[src/hw/rtl/frie_pkg.sv]
// ============================================================================
// frie_pkg: shared types and constants of the four-register executor
// Opcodes, serial ALU control and status, default parameter values and
// the bit layout of the stream payloads.
// ============================================================================
package frie_pkg;

  // Parameter defaults
  localparam int PROGRAM_LINES_DEF  = 128;
  localparam int REGISTER_COUNT_DEF = 4;
  localparam int DATA_WIDTH_DEF     = 32;

  // Fixed field widths
  localparam int OP_W      = 4;
  localparam int IMM_W     = 32;
  localparam int REG_IDX_W = 2;
  localparam int JT_W      = 7;
  localparam int PC_OUT_W  = 8;

  // Input tdata layout (lowest bit first)
  localparam int IN_FIMM_FLAG_BIT = 0;
  localparam int IN_FIMM_LSB      = 1;
  localparam int IN_FREG_LSB      = 33;
  localparam int IN_SIMM_FLAG_BIT = 35;
  localparam int IN_SIMM_LSB      = 36;
  localparam int IN_SREG_LSB      = 68;
  localparam int IN_JT_LSB        = 70;
  localparam int IN_RV_LSB        = 77;
  localparam int IN_TDATA_W       = 112;

  // Output tdata layout (lowest bit first)
  localparam int OUT_PC_LSB   = 0;
  localparam int OUT_HALT_BIT = 8;
  localparam int OUT_PV_BIT   = 9;
  localparam int OUT_PVAL_LSB = 10;
  localparam int OUT_BT_BIT   = 42;
  localparam int OUT_DZ_BIT   = 43;
  localparam int OUT_TDATA_W  = 48;

  // Instruction opcodes; code 15 is unused and behaves as nop
  typedef enum logic [OP_W-1:0] {
    OP_NOP   = 4'd0,
    OP_ADD   = 4'd1,
    OP_SUB   = 4'd2,
    OP_MUL   = 4'd3,
    OP_DIV   = 4'd4,
    OP_MOV   = 4'd5,
    OP_JMP   = 4'd6,
    OP_JE    = 4'd7,
    OP_JNE   = 4'd8,
    OP_JG    = 4'd9,
    OP_JGE   = 4'd10,
    OP_JL    = 4'd11,
    OP_JLE   = 4'd12,
    OP_READ  = 4'd13,
    OP_PRINT = 4'd14
  } op_t;

  // Serial ALU operations
  typedef enum logic [2:0] {
    ALU_ADD,
    ALU_SUB,
    ALU_CMP,
    ALU_MUL,
    ALU_DIV
  } alu_op_t;

  typedef struct packed {
    logic    start;
    alu_op_t op;
  } alu_ctl_t;

  typedef struct packed {
    logic done;
    logic eq;
    logic lt;
  } alu_sts_t;

endpackage

[src/hw/rtl/frie_ram.sv]
// ============================================================================
// frie_ram: generic single-write, single-read RAM
// One write port and one read port with registered read data.
// ============================================================================
module frie_ram #(
  parameter  int WIDTH = frie_pkg::DATA_WIDTH_DEF,
  parameter  int DEPTH = frie_pkg::REGISTER_COUNT_DEF,
  localparam int AW    = $clog2(DEPTH)
) (
  input  logic             clk,
  input  logic             we,
  input  logic [AW-1:0]    waddr,
  input  logic [WIDTH-1:0] wdata,
  input  logic [AW-1:0]    raddr,
  output logic [WIDTH-1:0] rdata
);

  logic [WIDTH-1:0] mem_r [DEPTH];
  logic [WIDTH-1:0] rdata_r;

  // Write port and registered read port
  always_ff @(posedge clk) begin
    if (we) begin
      mem_r[waddr] <= wdata;
    end
    rdata_r <= mem_r[raddr];
  end

  assign rdata = rdata_r;

endmodule

[src/hw/rtl/frie_alu.sv]
// ============================================================================
// frie_alu: bit-serial arithmetic unit
// Add, subtract and compare one bit per cycle LSB first; multiply by
// shift-and-add and divide by restoring division, one bit per cycle.
// ============================================================================
module frie_alu #(
  parameter int DATA_WIDTH = frie_pkg::DATA_WIDTH_DEF
) (
  input  logic                    clk,
  input  logic                    rst_n,
  input  frie_pkg::alu_ctl_t      ctl,
  input  logic [DATA_WIDTH-1:0]   x,
  input  logic [DATA_WIDTH-1:0]   y,
  output frie_pkg::alu_sts_t      sts,
  output logic [DATA_WIDTH-1:0]   result
);

  localparam int CNT_W = $clog2(DATA_WIDTH);

  typedef enum logic [1:0] {
    AL_IDLE,
    AL_RUN,
    AL_FIX
  } al_state_t;

  al_state_t               state_r;
  frie_pkg::alu_op_t       op_r;
  logic [DATA_WIDTH-1:0]   sx_r;
  logic [DATA_WIDTH-1:0]   sy_r;
  logic [DATA_WIDTH-1:0]   res_r;
  logic [CNT_W-1:0]        cnt_r;
  logic                    carry_r;
  logic                    nz_r;
  logic                    lt_r;
  logic                    qneg_r;

  logic                    div_in;
  logic [DATA_WIDTH-1:0]   x_load;
  logic [DATA_WIDTH-1:0]   y_load;
  logic                    inv;
  logic                    ybit;
  logic                    sbit;
  logic                    cout;
  logic [DATA_WIDTH:0]     trial;
  logic                    qbit;
  logic                    last;

  // Operand load: magnitudes for division
  assign div_in = (ctl.op == frie_pkg::ALU_DIV);
  assign x_load = (div_in && x[DATA_WIDTH-1]) ? (~x + DATA_WIDTH'(1)) : x;
  assign y_load = (div_in && y[DATA_WIDTH-1]) ? (~y + DATA_WIDTH'(1)) : y;

  // One-bit full adder for the serial add, subtract and compare
  assign inv  = (op_r == frie_pkg::ALU_SUB) || (op_r == frie_pkg::ALU_CMP);
  assign ybit = sy_r[0] ^ inv;
  assign sbit = sx_r[0] ^ ybit ^ carry_r;
  assign cout = (sx_r[0] & ybit) | (sx_r[0] & carry_r) | (ybit & carry_r);

  // Restoring division trial subtract
  assign trial = {res_r, sx_r[DATA_WIDTH-1]} - {1'b0, sy_r};
  assign qbit  = ~trial[DATA_WIDTH];

  assign last = (cnt_r == CNT_W'(DATA_WIDTH - 1));

  assign sts.done = (state_r == AL_FIX);
  assign sts.eq   = ~nz_r;
  assign sts.lt   = lt_r;
  assign result   = res_r;

  // Sequencer and shift registers
  always_ff @(posedge clk) begin
    if (!rst_n) begin
      state_r <= AL_IDLE;
    end else begin
      case (state_r)
        AL_IDLE: begin
          if (ctl.start) begin
            state_r <= AL_RUN;
            op_r    <= ctl.op;
            cnt_r   <= '0;
            carry_r <= (ctl.op == frie_pkg::ALU_SUB) || (ctl.op == frie_pkg::ALU_CMP);
            nz_r    <= 1'b0;
            lt_r    <= 1'b0;
            qneg_r  <= div_in && (x[DATA_WIDTH-1] ^ y[DATA_WIDTH-1]);
            sx_r    <= x_load;
            sy_r    <= y_load;
            res_r   <= '0;
          end
        end
        AL_RUN: begin
          cnt_r <= cnt_r + CNT_W'(1);
          if (last) begin
            state_r <= AL_FIX;
          end
          case (op_r)
            frie_pkg::ALU_ADD, frie_pkg::ALU_SUB, frie_pkg::ALU_CMP: begin
              sx_r    <= sx_r >> 1;
              sy_r    <= sy_r >> 1;
              res_r   <= {sbit, res_r[DATA_WIDTH-1:1]};
              carry_r <= cout;
              nz_r    <= nz_r | sbit;
              // signed less-than from sign of difference and overflow
              if (last) begin
                lt_r <= sbit ^ (carry_r ^ cout);
              end
            end
            frie_pkg::ALU_MUL: begin
              if (sy_r[0]) begin
                res_r <= res_r + sx_r;
              end
              sx_r <= sx_r << 1;
              sy_r <= sy_r >> 1;
            end
            frie_pkg::ALU_DIV: begin
              if (qbit) begin
                res_r <= trial[DATA_WIDTH-1:0];
              end else begin
                res_r <= {res_r[DATA_WIDTH-2:0], sx_r[DATA_WIDTH-1]};
              end
              sx_r <= {sx_r[DATA_WIDTH-2:0], qbit};
            end
            default: begin
            end
          endcase
        end
        AL_FIX: begin
          // quotient sign fix-up
          if (op_r == frie_pkg::ALU_DIV) begin
            res_r <= qneg_r ? (~sx_r + DATA_WIDTH'(1)) : sx_r;
          end
          state_r <= AL_IDLE;
        end
        default: begin
          state_r <= AL_IDLE;
        end
      endcase
    end
  end

endmodule

[src/hw/rtl/four_register_instruction_executor_top.sv]
// ============================================================================
// four_register_instruction_executor_top: decoded-instruction executor
// Executes one decoded instruction per input transaction on a small signed
// register file and a program counter, and returns one result transaction
// with the next counter, halt, print, branch and divide-by-zero status.
// Add, sub, mul, div and the six compare-and-jumps run on the bit-serial
// ALU that retires one bit per cycle; nop, mov, jmp, read, print and a
// div with a zero divisor bypass it, and every transaction after the
// counter has reached PROGRAM_LINES only reports the counter without
// executing. Register operands are read one after the other from the
// single read port of the register RAM. The register file needs no
// clearing pass: per-entry valid bits make unwritten registers read as
// zero right after reset. A new transaction is taken while the previous
// result still waits in the output register.
// ============================================================================
module four_register_instruction_executor_top #(
  parameter int PROGRAM_LINES  = frie_pkg::PROGRAM_LINES_DEF,
  parameter int REGISTER_COUNT = frie_pkg::REGISTER_COUNT_DEF,
  parameter int DATA_WIDTH     = frie_pkg::DATA_WIDTH_DEF
) (
  input  logic                             clk,
  input  logic                             rst_n,
  // Instruction stream
  input  logic                             in_tvalid,
  output logic                             in_tready,
  // tdata: first_is_imm, first_imm, first_reg, second_is_imm, second_imm,
  //        second_reg, jump_target, read_value, zero pad
  input  logic [frie_pkg::IN_TDATA_W-1:0]  in_tdata,
  // tuser: op
  input  logic [frie_pkg::OP_W-1:0]        in_tuser,
  // Result stream
  output logic                             out_tvalid,
  input  logic                             out_tready,
  // tdata: next_pc, halted, print_valid, print_value, branch_taken,
  //        div_by_zero, zero pad
  output logic [frie_pkg::OUT_TDATA_W-1:0] out_tdata
);

  localparam int PC_BITS = $clog2(PROGRAM_LINES + 1);
  localparam int PC_W    = (PC_BITS > frie_pkg::JT_W) ? PC_BITS : frie_pkg::JT_W;
  localparam int RAM_AW  = $clog2(REGISTER_COUNT);

  typedef enum logic [2:0] {
    S_IDLE,
    S_RDA,
    S_RDB,
    S_WAIT,
    S_DONE
  } state_t;

  state_t                          state_r;
  frie_pkg::op_t                   op_r;
  logic                            fimm_r;
  logic [frie_pkg::IMM_W-1:0]      fimmv_r;
  logic [frie_pkg::REG_IDX_W-1:0]  freg_r;
  logic                            simm_r;
  logic [frie_pkg::IMM_W-1:0]      simmv_r;
  logic [frie_pkg::REG_IDX_W-1:0]  sreg_r;
  logic [frie_pkg::JT_W-1:0]       jt_r;
  logic [frie_pkg::IMM_W-1:0]      rv_r;
  logic [DATA_WIDTH-1:0]           opa_r;
  logic                            dz_r;
  logic                            skip_r;
  logic                            rok_r;
  logic [PC_W-1:0]                 pc_r;
  logic [REGISTER_COUNT-1:0]       valid_r;
  logic                            out_tvalid_r;
  logic [frie_pkg::OUT_TDATA_W-1:0] out_tdata_r;

  logic [frie_pkg::REG_IDX_W-1:0]  rd_idx;
  logic [RAM_AW-1:0]               ram_raddr;
  logic                            rd_ok;
  logic [DATA_WIDTH-1:0]           ram_rdata;
  logic [DATA_WIDTH-1:0]           rd_val;
  logic [DATA_WIDTH-1:0]           b_val;
  logic                            need_alu;
  frie_pkg::alu_op_t               alu_op;
  logic [DATA_WIDTH-1:0]           alu_x;
  logic [DATA_WIDTH-1:0]           alu_y;
  frie_pkg::alu_ctl_t              alu_ctl;
  frie_pkg::alu_sts_t              alu_sts;
  logic [DATA_WIDTH-1:0]           alu_res;
  logic                            fire;
  logic                            cond;
  logic                            taken;
  logic [PC_W-1:0]                 pc_nxt;
  logic                            pvalid;
  logic                            wr_sel;
  logic [frie_pkg::REG_IDX_W-1:0]  wr_idx;
  logic [DATA_WIDTH-1:0]           wr_data;
  logic                            wr_en;
  logic [RAM_AW-1:0]               ram_waddr;
  logic [frie_pkg::OUT_TDATA_W-1:0] out_tdata_nxt;

  assign in_tready  = (state_r == S_IDLE);
  assign out_tvalid = out_tvalid_r;
  assign out_tdata  = out_tdata_r;

  // Register reads: first operand at accept, second operand in the next cycle (S_RDA)
  assign rd_idx    = (state_r == S_IDLE) ? in_tdata[frie_pkg::IN_FREG_LSB +: frie_pkg::REG_IDX_W]
                                         : sreg_r;
  assign ram_raddr = RAM_AW'(rd_idx);
  assign rd_ok     = (int'(rd_idx) < REGISTER_COUNT) && valid_r[ram_raddr];
  assign rd_val    = rok_r ? ram_rdata : '0;
  assign b_val     = simm_r ? DATA_WIDTH'(signed'(simmv_r)) : rd_val;

  frie_ram #(
    .WIDTH (DATA_WIDTH),
    .DEPTH (REGISTER_COUNT)
  ) u_frie_ram (
    .clk   (clk),
    .we    (wr_en),
    .waddr (ram_waddr),
    .wdata (wr_data),
    .raddr (ram_raddr),
    .rdata (ram_rdata)
  );

  // ALU dispatch while the second operand arrives
  always_comb begin
    need_alu = 1'b0;
    alu_op   = frie_pkg::ALU_ADD;
    alu_x    = rd_val;
    alu_y    = opa_r;
    case (op_r)
      frie_pkg::OP_ADD: begin
        need_alu = 1'b1;
      end
      frie_pkg::OP_SUB: begin
        need_alu = 1'b1;
        alu_op   = frie_pkg::ALU_SUB;
      end
      frie_pkg::OP_MUL: begin
        need_alu = 1'b1;
        alu_op   = frie_pkg::ALU_MUL;
      end
      frie_pkg::OP_DIV: begin
        // dst = src / dst; zero divisor skips the ALU
        need_alu = (rd_val != '0);
        alu_op   = frie_pkg::ALU_DIV;
        alu_x    = opa_r;
        alu_y    = rd_val;
      end
      frie_pkg::OP_JE, frie_pkg::OP_JNE, frie_pkg::OP_JG,
      frie_pkg::OP_JGE, frie_pkg::OP_JL, frie_pkg::OP_JLE: begin
        need_alu = 1'b1;
        alu_op   = frie_pkg::ALU_CMP;
        alu_x    = opa_r;
        alu_y    = b_val;
      end
      default: begin
      end
    endcase
  end

  assign alu_ctl.start = (state_r == S_RDB) && need_alu;
  assign alu_ctl.op    = alu_op;

  frie_alu #(
    .DATA_WIDTH (DATA_WIDTH)
  ) u_frie_alu (
    .clk    (clk),
    .rst_n  (rst_n),
    .ctl    (alu_ctl),
    .x      (alu_x),
    .y      (alu_y),
    .sts    (alu_sts),
    .result (alu_res)
  );

  // Branch condition from the compare flags
  always_comb begin
    case (op_r)
      frie_pkg::OP_JMP: cond = 1'b1;
      frie_pkg::OP_JE:  cond = alu_sts.eq;
      frie_pkg::OP_JNE: cond = ~alu_sts.eq;
      frie_pkg::OP_JG:  cond = ~alu_sts.lt & ~alu_sts.eq;
      frie_pkg::OP_JGE: cond = ~alu_sts.lt;
      frie_pkg::OP_JL:  cond = alu_sts.lt;
      frie_pkg::OP_JLE: cond = alu_sts.lt | alu_sts.eq;
      default:          cond = 1'b0;
    endcase
  end

  assign fire   = (state_r == S_DONE) && (!out_tvalid_r || out_tready);
  assign taken  = ~skip_r & cond;
  assign pc_nxt = skip_r ? pc_r : (taken ? PC_W'(jt_r) : pc_r + PC_W'(1));
  assign pvalid = ~skip_r && (op_r == frie_pkg::OP_PRINT);

  // Write-back selection
  always_comb begin
    wr_sel  = 1'b0;
    wr_idx  = sreg_r;
    wr_data = alu_res;
    case (op_r)
      frie_pkg::OP_ADD, frie_pkg::OP_SUB, frie_pkg::OP_MUL: begin
        wr_sel = 1'b1;
      end
      frie_pkg::OP_DIV: begin
        wr_sel = ~dz_r;
      end
      frie_pkg::OP_MOV: begin
        wr_sel  = 1'b1;
        wr_data = opa_r;
      end
      frie_pkg::OP_READ: begin
        wr_sel  = 1'b1;
        wr_idx  = freg_r;
        wr_data = DATA_WIDTH'(signed'(rv_r));
      end
      default: begin
      end
    endcase
  end

  assign ram_waddr = RAM_AW'(wr_idx);
  assign wr_en     = fire && ~skip_r && wr_sel && (int'(wr_idx) < REGISTER_COUNT);

  // Result payload
  always_comb begin
    out_tdata_nxt = '0;
    out_tdata_nxt[frie_pkg::OUT_PC_LSB +: frie_pkg::PC_OUT_W] = frie_pkg::PC_OUT_W'(pc_nxt);
    out_tdata_nxt[frie_pkg::OUT_HALT_BIT] = (pc_nxt >= PC_W'(PROGRAM_LINES));
    out_tdata_nxt[frie_pkg::OUT_PV_BIT]   = pvalid;
    out_tdata_nxt[frie_pkg::OUT_PVAL_LSB +: frie_pkg::IMM_W] =
      pvalid ? frie_pkg::IMM_W'(opa_r) : '0;
    out_tdata_nxt[frie_pkg::OUT_BT_BIT]   = taken;
    out_tdata_nxt[frie_pkg::OUT_DZ_BIT]   = ~skip_r & dz_r;
  end

  // Sequencer, instruction latch and output register
  always_ff @(posedge clk) begin
    if (!rst_n) begin
      state_r      <= S_IDLE;
      out_tvalid_r <= 1'b0;
      pc_r         <= '0;
      valid_r      <= '0;
      skip_r       <= 1'b0;
    end else begin
      rok_r <= rd_ok;
      // drain the output register unless a new result replaces it
      if (out_tvalid_r && out_tready && !fire) begin
        out_tvalid_r <= 1'b0;
      end
      case (state_r)
        S_IDLE: begin
          if (in_tvalid) begin
            op_r    <= frie_pkg::op_t'(in_tuser);
            fimm_r  <= in_tdata[frie_pkg::IN_FIMM_FLAG_BIT];
            fimmv_r <= in_tdata[frie_pkg::IN_FIMM_LSB +: frie_pkg::IMM_W];
            freg_r  <= in_tdata[frie_pkg::IN_FREG_LSB +: frie_pkg::REG_IDX_W];
            simm_r  <= in_tdata[frie_pkg::IN_SIMM_FLAG_BIT];
            simmv_r <= in_tdata[frie_pkg::IN_SIMM_LSB +: frie_pkg::IMM_W];
            sreg_r  <= in_tdata[frie_pkg::IN_SREG_LSB +: frie_pkg::REG_IDX_W];
            jt_r    <= in_tdata[frie_pkg::IN_JT_LSB +: frie_pkg::JT_W];
            rv_r    <= in_tdata[frie_pkg::IN_RV_LSB +: frie_pkg::IMM_W];
            // halted: report the counter without executing
            if (pc_r >= PC_W'(PROGRAM_LINES)) begin
              skip_r  <= 1'b1;
              state_r <= S_DONE;
            end else begin
              skip_r  <= 1'b0;
              state_r <= S_RDA;
            end
          end
        end
        S_RDA: begin
          opa_r   <= fimm_r ? DATA_WIDTH'(signed'(fimmv_r)) : rd_val;
          state_r <= S_RDB;
        end
        S_RDB: begin
          dz_r    <= (op_r == frie_pkg::OP_DIV) && (rd_val == '0);
          state_r <= need_alu ? S_WAIT : S_DONE;
        end
        S_WAIT: begin
          if (alu_sts.done) begin
            state_r <= S_DONE;
          end
        end
        S_DONE: begin
          if (fire) begin
            out_tvalid_r <= 1'b1;
            out_tdata_r  <= out_tdata_nxt;
            pc_r         <= pc_nxt;
            if (wr_en) begin
              valid_r[ram_waddr] <= 1'b1;
            end
            state_r <= S_IDLE;
          end
        end
        default: begin
          state_r <= S_IDLE;
        end
      endcase
    end
  end

endmodule

[config.mk]
export PLATFORM = sky130hd
export DESIGN_NAME = four_register_instruction_executor_top
export DESIGN_NICKNAME = d
export VERILOG_FILES = /design/src/hw/rtl/frie_pkg.sv /design/src/hw/rtl/frie_ram.sv /design/src/hw/rtl/frie_alu.sv /design/src/hw/rtl/four_register_instruction_executor_top.sv
export SDC_FILE = /design/constraint.sdc
export NUM_CORES = 1
export LEC_CHECK = 0
export BUFFER_PORTS_ARGS = -buffer_cell sky130_fd_sc_hd__buf_2
export CORE_MARGIN = 4
export CORE_UTILIZATION = 65
export CTS_CLUSTER_DIAMETER = 150
export DETAILED_ROUTE_END_ITERATION = 16
export HOLD_SLACK_MARGIN = 0.1
export PLACE_DENSITY = 0.87
export SLEW_MARGIN = 25
export SYNTH_ARGS = -nofsm -noshare
export SYNTH_HDL_FRONTEND = slang
export SYNTH_SLANG_ARGS = --single-unit
[constraint.sdc]
create_clock -name clk -period 10.25 [get_ports clk]
set_clock_uncertainty 0.2 [all_clocks]
set_input_delay 1.5375 -clock clk [delete_from_list [all_inputs] [get_ports clk]]
set_output_delay 1.5375 -clock clk [all_outputs]
set_load 0.01 [all_outputs]
==> results.md <==
- R2R cell count: 14
- DR pass1 iterations: 8
- WP data arrival: 5.49 ns
- Area leader, netlist: edfxtp_1
- Tmin final: 5.385 ns
- Leak: 10.75 nW
- Synth warn: 0
- CP required: 10.36 ns
- XOR/XNOR Fraction of Synth Area: 0.04911
- Initial Utilization: 0.6630
- Worst path depth: 14
- GR Util All Layers: 0.3518
- Crit path from: op_r[3]
- Pwr/cell area: 155.9 nW/um2
- Number of CTS-inserted buffers: 46
- Routed via count: 21160
- Hold wc startpoint: valid_r[0]
- Mapped Cells: 2382
- Slew Viols, Final: 0
- Async set-or-reset flop fraction in the synthesized netlist: 0
- CTS tree: built
- RR Startpoint: op_r[3]
- Main area contributors after synthesis: edfxtp_1, nand2_1, dfxtp_1
- Fin Setup TNS: 0 ns
- Clock Path Buffers: 3
- Layout cells sized above 1: 0.1389
- Total grt overflow: 0
- Compound-Gate Fraction of Synth Area: 0.1595
- Routed vias/inst: 6.918
- Core area: 39010 um2
- Worst Hold Depth: 2
- Final worst-path cycle share: 0.5254
- Die width: 207.5 um
- Hold_buf cts: 0
- Mapped Area: 25860 um2
- Initial antenna violation count: 1
- Adder and majority cell fraction of the synthesized area: 0.03890
- Final Wtd Congestion: 0.9651
- Die Y: 207.5 um
- Leading cell types by count after synthesis: edfxtp_1, nand2_1, nor2_1
- DPL Wire Length: 53790 um
- Status: finished, final reports clean
- Largest family of logic cells by synthesized area: compound AO/OA/AOI/OAI gates
- Placed cell areas: 27250 um2
- Met2 GRT Util: 0.5666
- Synth Flop Type: edfxtp_1
- Finish-stage setup viols: 0
- Multi-input logic area: 11340 um2
- Cell Rows: 72
- Clock Latency Late Sink: 0.58 ns
- Fmax: 0.1857 GHz
- Starting DRT DRC Count: 3193
- Cell count after placement: 2969
- WL/cell: 25.60 um
- DRT Wirelength: 78310 um
- Peak VDD IR: 0.0001673 V
- Synth Register Bits: 478
- Crit-path slowest cell: nand2_2
- Worst path max stage delay: 0.64 ns
- Fillers: 2575
- Fin cells: 3059
- Bufs and invs on worst path: 2
- Pin count of the biggest net entering global routing: 81
- Sequential Area: 13840 um2
- H-tree lvl count: 2
- CP Max Fanout: 45
- IO Count: 170
- DRC: 0
- Die area: 43040 um2
- Hold Path Class: reg2reg
- Number of routed nets with antenna violations: 0
- Busiest layer in global routing: met2
- IO Port Bufs: 162
- Relative slew slack: 0.2969
- Area Overhead vs Synth: 11.70%
- Synth cell types: 83
- Finished Cell Area: 28890 um2
- MaxCap Viol Count: 0
- Tightest Pin Transition: 1.051 ns
- Vias in the first global route: 20630
- Grt met1 use: 0.4514
- Crit path capture type: flop
- Mux cell area share after synthesis: 0.04828
- Mean Syn Cell Area: 10.86 um2
- Kind of start point of the critical path: flop
- First-pass GRT wire length: 119000 um
- Setup Fix Bufs, Post-CTS: 0
- Final hold violation count: 0
- RSZ-0062 raised after global routing: false
- Worst path top cell family by delay: compound AO/OA/AOI/OAI gates
- Met3 GRT Util: 0.06317
- Seq/Total Area, Yosys: 0.5353
- Simple-gate share of the synthesized area: 0.1359
- Root Driver: clkbuf_16
- CTS Sinks: 478
- Post-synth top area share: 0.4958
- Count leader, synth: edfxtp_1
- PostCTS Resize Cnt: 0
- Critical path type: reg2reg
- Total Nets Final: 2702
- Post-synth EDFFs: 427
- WHS: 0.2946 ns
- CP Cell Sequence: buf_4 -> nand3b_1 -> a21o_1 -> nand2_2 -> buf_4 -> nor2_1 -> a21oi_1 -> ha_1 -> o311ai_0 -> or3_1 -> o21ai_1 -> o21ai_0 -> xor2_1 -> a21oi_1
- Worst-path clk slew: 0.06 ns
- ANT cells: 0
[routing by layer]
metal	vias to the layer above	share of wire
li1	9169	-
met1	10100	0.35
met2	1549	0.47
met3	347	0.10
met4	0	0.072
met5	-	0
[worst reg2reg max path, cell delays in order (launching register included)]
cell      delay, ns
edfxtp_1       0.38
buf_4          0.29
nand3b_1       0.28
a21o_1         0.39
nand2_2        0.64
buf_4          0.50
nor2_1         0.11
a21oi_1        0.22
ha_1           0.27
o311ai_0       0.27
or3_1          0.55
o21ai_1        0.47
o21ai_0        0.21
xor2_1         0.24
a21oi_1        0.10
[stage by stage]
| step | utilization | worst slack (ns) | power (W) |
|---|---|---|---|
| final | 0.7406 | 4.865 | 0.004505 |
| after global routing | 0.7406 | 4.733 | 0.004633 |
| after detailed placement | 0.6987 | 5.192 | 0.002791 |
| after floorplan | - | 2.805 | 0.002628 |
| after CTS | 0.7377 | 5.139 | 0.004482 |
| after global placement | 0.6979 | 5.307 | 0.002771 |
[where the power goes]
part | total (W) | switching, W | leakage (nW) | internal (W)
logic | 0.000516 | 0.000318 | 5.71 | 0.000198
registers | 0.00227 | 0.0000669 | 4.30 | 0.00220
clock network | 0.00172 | 0.000748 | 0.738 | 0.000975
total | 0.00450 | 0.00113 | 10.7 | 0.00337
[cell usage in the layout, fill, tap and decap left out, types with 37 or more instances in the layout]
master	count
xnor2_1	87
nor2_1	163
dfxtp_1	51
clkbuf_16	47
a21o_1	37
a31oi_1	41
nand3_1	40
edfxtp_1	427
and2_1	41
buf_2	162
ha_1	73
nand2_1	291
o21ai_0	140
xor2_1	57
a221o_1	45
a21oi_1	139
inv_1	89
and3_1	57
[sequential cells by signal, summed over array words and instances (netlist names), 8 cells and up]
register,flops
u_frie_alu.result,32
pc_r,8
opa_r,32
out_tdata,44
u_frie_ram.mem_r,128
u_frie_ram.rdata,32
u_frie_alu.sx_r,32
u_frie_alu.sy_r,32
fimmv_r,32
rv_r,32
simmv_r,32
[area by class of cell]
cell class	instances	area share
multi-input cells	1686	0.3925
clock inverters	16	0.006973
inverters	91	0.01182
well taps	518	0.02244
flip-flops and latches	478	0.4792
clock buffers	69	0.04565
repair buffers	201	0.04136
[final timing paths]
check	end	slack (ns)
worst min register to register	valid_r[0]	0.29
worst max register to register	u_frie_alu.sx_r[22]	4.86
worst min-delay path	valid_r[0]	0.29
worst max-delay path	u_frie_alu.sx_r[22]	4.86
[cells by family after synthesis]
family / count (synthesis)
multiplexers: 82
AO/OA/AOI/OAI: 626
AND/OR/NAND/NOR: 751
XOR/XNOR: 145
flip-flops: 478
other: 1
buffers and inverters: 221
adder cells (fa/ha/maj): 78
Power figures use the tool's default switching activity.
